File: src/hw/rtl/rdeq_pkg.sv
`timescale 1ns / 1ps
// ----------------------------------------------------------------------------
// rdeq_pkg
// Constants, types and helpers shared by the double-ended queue modules.
// ----------------------------------------------------------------------------
package rdeq_pkg;

   localparam int CAPACITY     = 256;
   localparam int SLOT_W       = $clog2(CAPACITY);
   localparam int COUNT_W      = $clog2(CAPACITY + 1);
   localparam int MODE_W       = 3;
   localparam int VALUE_W      = 32;
   localparam int ITEM_COUNT_W = 9;

   // Beat layouts.
   localparam int REQ_TDATA_W = 32;
   localparam int REQ_TUSER_W = 8;
   localparam int RSP_FIELD_W = 2 * VALUE_W + ITEM_COUNT_W + 3;
   localparam int RSP_TDATA_W = ((RSP_FIELD_W + 7) / 8) * 8;
   localparam int RSP_BACK_LO   = VALUE_W;
   localparam int RSP_COUNT_LO  = 2 * VALUE_W;
   localparam int RSP_EMPTY_BIT = RSP_COUNT_LO + ITEM_COUNT_W;
   localparam int RSP_FULL_BIT  = RSP_EMPTY_BIT + 1;
   localparam int RSP_DROP_BIT  = RSP_EMPTY_BIT + 2;

   typedef enum logic [MODE_W-1:0] {
      MODE_QUERY      = 3'd0,
      MODE_PUSH_FRONT = 3'd1,
      MODE_PUSH_BACK  = 3'd2,
      MODE_POP_FRONT  = 3'd3,
      MODE_POP_BACK   = 3'd4,
      MODE_REVERSE    = 3'd5,
      MODE_CLEAR      = 3'd6
   } mode_type;

   // Commands from the controller to the datapath.
   typedef struct packed {
      logic capture;   // latch the accepted request beat
      logic execute;   // apply the operation to the ring and pointers
      logic load_out;  // move the end values and flags into the output register
   } rdeq_cmd_type;

   // Reduce a sum below twice the capacity to a ring slot.
   function automatic logic [SLOT_W-1:0] slot_wrap(input logic [COUNT_W:0] sum);
      logic [COUNT_W:0] cap;
      cap = (COUNT_W + 1)'(CAPACITY);
      if (sum >= cap) begin
         return SLOT_W'(sum - cap);
      end
      return SLOT_W'(sum);
   endfunction

endpackage

File: src/hw/rtl/rdeq_ctrl.sv
`timescale 1ns / 1ps
// ----------------------------------------------------------------------------
// rdeq_ctrl
// Sequencer for one operation: capture, execute, read ends, load result.
// ----------------------------------------------------------------------------
module rdeq_ctrl (
   input  logic                  clock,
   input  logic                  reset,
   input  logic                  req_tvalid,
   output logic                  req_tready,
   output logic                  rsp_tvalid,
   input  logic                  rsp_tready,
   output rdeq_pkg::rdeq_cmd_type cmd
);

   typedef enum logic [3:0] {
      S_IDLE = 4'b0001,
      S_EXEC = 4'b0010,
      S_READ = 4'b0100,
      S_LOAD = 4'b1000
   } state_type;

   state_type state_ff, state_in;
   logic      rsp_valid_ff, rsp_valid_in;
   logic      out_free;
   logic      accept;

   assign out_free   = !rsp_valid_ff || rsp_tready;
   assign req_tready = (state_ff == S_IDLE);
   assign accept     = req_tvalid && req_tready;
   assign rsp_tvalid = rsp_valid_ff;

   always_comb begin
      state_in     = state_ff;
      cmd          = '0;
      rsp_valid_in = rsp_valid_ff && !rsp_tready;
      unique case (state_ff)
         S_IDLE: begin
            if (accept) begin
               cmd.capture = 1'b1;
               state_in    = S_EXEC;
            end
         end
         S_EXEC: begin
            cmd.execute = 1'b1;
            state_in    = S_READ;
         end
         S_READ: begin
            state_in = S_LOAD;
         end
         S_LOAD: begin
            // Wait here until the output register is empty or being drained.
            if (out_free) begin
               cmd.load_out = 1'b1;
               rsp_valid_in = 1'b1;
               state_in     = S_IDLE;
            end
         end
         default: begin
            state_in = S_IDLE;
         end
      endcase
   end

   always_ff @(posedge clock) begin
      if (reset) begin
         state_ff     <= S_IDLE;
         rsp_valid_ff <= 1'b0;
      end else begin
         state_ff     <= state_in;
         rsp_valid_ff <= rsp_valid_in;
      end
   end

endmodule

File: config.mk
export PLATFORM = sky130hd
export DESIGN_NAME = rdeq_ctrl
export DESIGN_NICKNAME = d
export VERILOG_FILES = /design/src/hw/rtl/rdeq_pkg.sv /design/src/hw/rtl/rdeq_ctrl.sv
export SDC_FILE = /design/constraint.sdc
export NUM_CORES = 1
export LEC_CHECK = 0
export ABC_CLOCK_PERIOD_IN_PS = 2900
export BUFFER_PORTS_ARGS = -buffer_cell sky130_fd_sc_hd__buf_2
export CORE_AREA = 5 5 42 44
export DETAILED_ROUTE_END_ITERATION = 10
export DIE_AREA = 0 0 47 49
export GPL_TIMING_DRIVEN = 0
export PLACE_DENSITY_LB_ADDON = 0.3
export SKIP_CTS_REPAIR_TIMING = 1
export SYNTH_ARGS = -nofsm -noshare
export SYNTH_HDL_FRONTEND = slang
export SYNTH_SLANG_ARGS = --single-unit
File: constraint.sdc
create_clock -name clock -period 2.9 [get_ports clock]
set_input_delay 0.29 -clock clock [delete_from_list [all_inputs] [get_ports clock]]
set_output_delay 0.29 -clock clock [all_outputs]
set_load 0.005 [all_outputs]
* Word-level counts from Yosys, hierarchy flattened *
Index checks and enable logic that the tools add are counted.

operators by class
  eq/ne operators = 6
  mux-type cells = 10
  reductions and logical operators = 6

operator list
  operator            number
  $pmux 4 s4          1
  $mux 4              2
  $mux 1              7
  $eq 4x1->1 const B  1
  $eq 4x2->1 const B  1
  $eq 4x3->1 const B  1
  $eq 4x4->1 const B  1
  $logic_and 1x1->1   2
  $logic_not 1->1     2
  $ne 2x1->1 const B  1
  $ne 2x2->1 const B  1
  $reduce_and 2->1    1
  $logic_or 1x1->1    1

storage, ports and cells
  flip-flop bits (word level) = 5
  logic and storage cells = 24

* Depth between registers and ports, before layout *
  word-level depth = 4
  mapped depth = 3
  gate-level depth less buffers = 3

* Worst setup path after synthesis *
Ideal clock, no wire load.

  path type = register to output
  start = register state_ff[0]
  end = output port cmd[0] (netlist bit)
  arrival time = 0.984 ns
  slack = 1.626 ns
  stages on the path, launching flop included = 3
  buffers on the path = 0
  cell sequence = dfxtp_1 > or4b_1 > nor2b_1

RTL lines
  what                    RTL line         text
  from (decl)             rdeq_ctrl.sv:23  state_type state_ff, state_in;
  from (signal assigned)  rdeq_ctrl.sv:70  state_ff <= state_in;
  to (decl)               rdeq_ctrl.sv:13  output rdeq_pkg::rdeq_cmd_type cmd

==> impl_metrics.py <==
metrics = {
    "status": {
        "status": "finished clean",
    },
    "detailed_routing": {
        "via_per_inst": 3.980,
        "via_count": 199,
        "drc_errors": 0,
        "finalWirelength_um": 449,
        "firstDrtPassIters": 1,
        "initialDrtViolationCount": 0,
        "ant_nets": 0,
        "wl_per_cell_um": 8.980,
    },
    "critical_path": {
        "r2r_end": "rsp_tvalid$_SDFF_PP0_",
        "cp_data_required_time_ps": 2610,
        "r2r_start": "state_ff[3]$_SDFFE_PP0P_",
        "arrival_ps": 1360,
        "setup.worst_path.start_class": "register",
        "r2r_slack_ps": 1790,
        "rr_worst_depth": 2,
        "endpoint_kind": "primary output",
        "worstSetupPathType": "register to primary output",
        "crit_fanout": 6,
    },
    "sta": {
        "setup_violations": 0,
        "worst_pin_slew_ps": 312.8,
        "rsz0062_at_grt": "false",
        "drv_slew": 0,
        "whs_ps": 274.7,
        "period_needed_ps": 1650,
        "fmax_ghz": 0.6059,
        "hold_viol": 0,
        "slew_headroom": 0.7886,
        "skew_ps": 3.137,
        "final.setup.tns_ps": 0,
        "finalCritPeriodShare": 0.5691,
    },
    "yosys": {
        "avgSynthCellArea_um2": 10.01,
        "synth.distinct_cells": 15,
        "yosysSeqAreaShare": 0.4545,
        "syn_area_um2": 220.2,
        "synth-seq-cells": 5,
        "synth.net_count": 26,
        "syn_inst": 22,
        "ys_warn_count": 0,
    },
    "global_route": {
        "grtUsageTotal": 0.05720,
        "grt_overflow": 0,
        "grt_pass1_vias": 206,
        "antenna_found_initial": 0,
        "grt_pass1_wl_um": 855,
        "grt_max_degree": 7,
    },
    "clocking": {
        "ctsHtreeMaxLevel": 1,
        "cts.sinks": 5,
        "cts_tree": "built",
        "root_buffer": "clkbuf_4",
        "clockBufferDepth": 2,
        "clk_pin_slew_ps": 40,
        "numCtsBuffers": 3,
        "clock_latency_ps": 240,
    },
    "placed_design": {
        "place_area_um2": 280.3,
        "dp_hpwl_um": 340,
        "port-buffer-count": 8,
        "place_congestion": 0.6694,
    },
    "finish": {
        "nets": 39,
        "layout_common_cells": "8 x buf_2, 5 x dfxtp_1, 3 x nor2b_1, 3 x clkbuf_4, 2 x nor2_1",
        "antenna_cells": 0,
        "drive_gt1_frac": 0.3529,
        "utilization": 0.2188,
        "final_common_cell": "buf_2",
        "syn2layout_area_growth_pct": 39.20,
        "design_area_um2": 306.5,
    },
    "min_path": {
        "min_from": "reset",
        "whs_path_depth": 2,
        "holdPathEnd": "rsp_tvalid$_SDFF_PP0_",
        "hold_path.class": "primary input to register",
    },
    "pwr": {
        "p_leak_nw": 0.1289,
        "p_per_area_mw_per_mm2": 553.5,
        "ir_worst_vdd_mv": 0.2710,
    },
    "floorplan": {
        "core_area_mm2": 0.001401,
        "io_pins": 9,
        "rows": 14,
        "initial_core_util": 0.1571,
        "die_w_um": 47,
        "die_y_um": 49,
        "die_area_mm2": 0.002303,
    },
    "job": {
        "drv_cap": 0,
    },
}
-- power by group --
part           internal (W)  switching, W
Clock             0.0000521     0.0000290
Combinational    0.00000856    0.00000589
Sequential        0.0000713    0.00000284
-- sequential cells by signal, indices dropped and copies added (netlist names) --
signal      flops
rsp_tvalid      1
state_ff        4
-- final cells by class --
type,instances,area (um2)
well taps,16,20.02
repair buffers,8,40.04
fillers,166,1095
clock buffers,4,26.28
multi-input cells,17,120.1
flip-flops and latches,5,100.1
-- critical path, cell delays in order (launching register included) --
cell and delay, ps:
dfxtp_1 410, or4b_1 480, nor2b_1 110, buf_2 110
-- Yosys cell counts --
cell type,count,area share
nor2b_1,3,0.085
nor4_1,1,0.028
or3_1,1,0.028
o21ai_0,1,0.023
nor4bb_1,1,0.045
and2_1,1,0.028
nand2b_1,1,0.028
nor2_1,2,0.034
dfxtp_1,5,0.45
a31oi_1,1,0.028
nor4b_2,1,0.068
and3b_1,1,0.040
or4b_1,1,0.045
nor4b_1,1,0.040
a21oi_1,1,0.023
-- kinds of logic after synthesis --
family,count (synthesis),share of synthesized area
AO/OA/AOI/OAI,3,0.07384
AND/OR/NAND/NOR,14,0.4717
flip-flops,5,0.4546
-- routing by layer --
metal  wire length [um]  vias up  global-route usage
met5                  0        -                   0
met3                 69        2             0.05535
met4                 10        0             0.04147
met1                241       79             0.07539
li1                   -      107                   -
met2                127       11             0.05204
-- worst max-delay path by stage --
stage | start | to | slack [ps] | cells past startpoint
2_1_floorplan | state_ff[0]$_SDFFE_PP1P_ | cmd[0] | 1630 | 2
3_3_place_gp | state_ff[3]$_SDFFE_PP0P_ | cmd[0] | 1490 | 3
3_5_place_dp | state_ff[3]$_SDFFE_PP0P_ | cmd[0] | 1510 | 3
4_1_cts | state_ff[3]$_SDFFE_PP0P_ | cmd[0] | 1230 | 3
5_1_grt | state_ff[3]$_SDFFE_PP0P_ | cmd[0] | 1170 | 3
6_report | state_ff[3]$_SDFFE_PP0P_ | cmd[0] | 1250 | 3
-- through the flow --
step | power (W) | setup slack, ps | cells
after CTS | 0.0001750 | 1234 | 50
after global routing | 0.0001818 | 1171 | 50
after floorplan | 0.00008239 | 1626 | 22
final | 0.0001697 | 1250 | 50
after global placement | 0.00009027 | 1494 | 46
after detailed placement | 0.00009009 | 1506 | 46
Note: power is estimated with default switching activity, not from simulation.
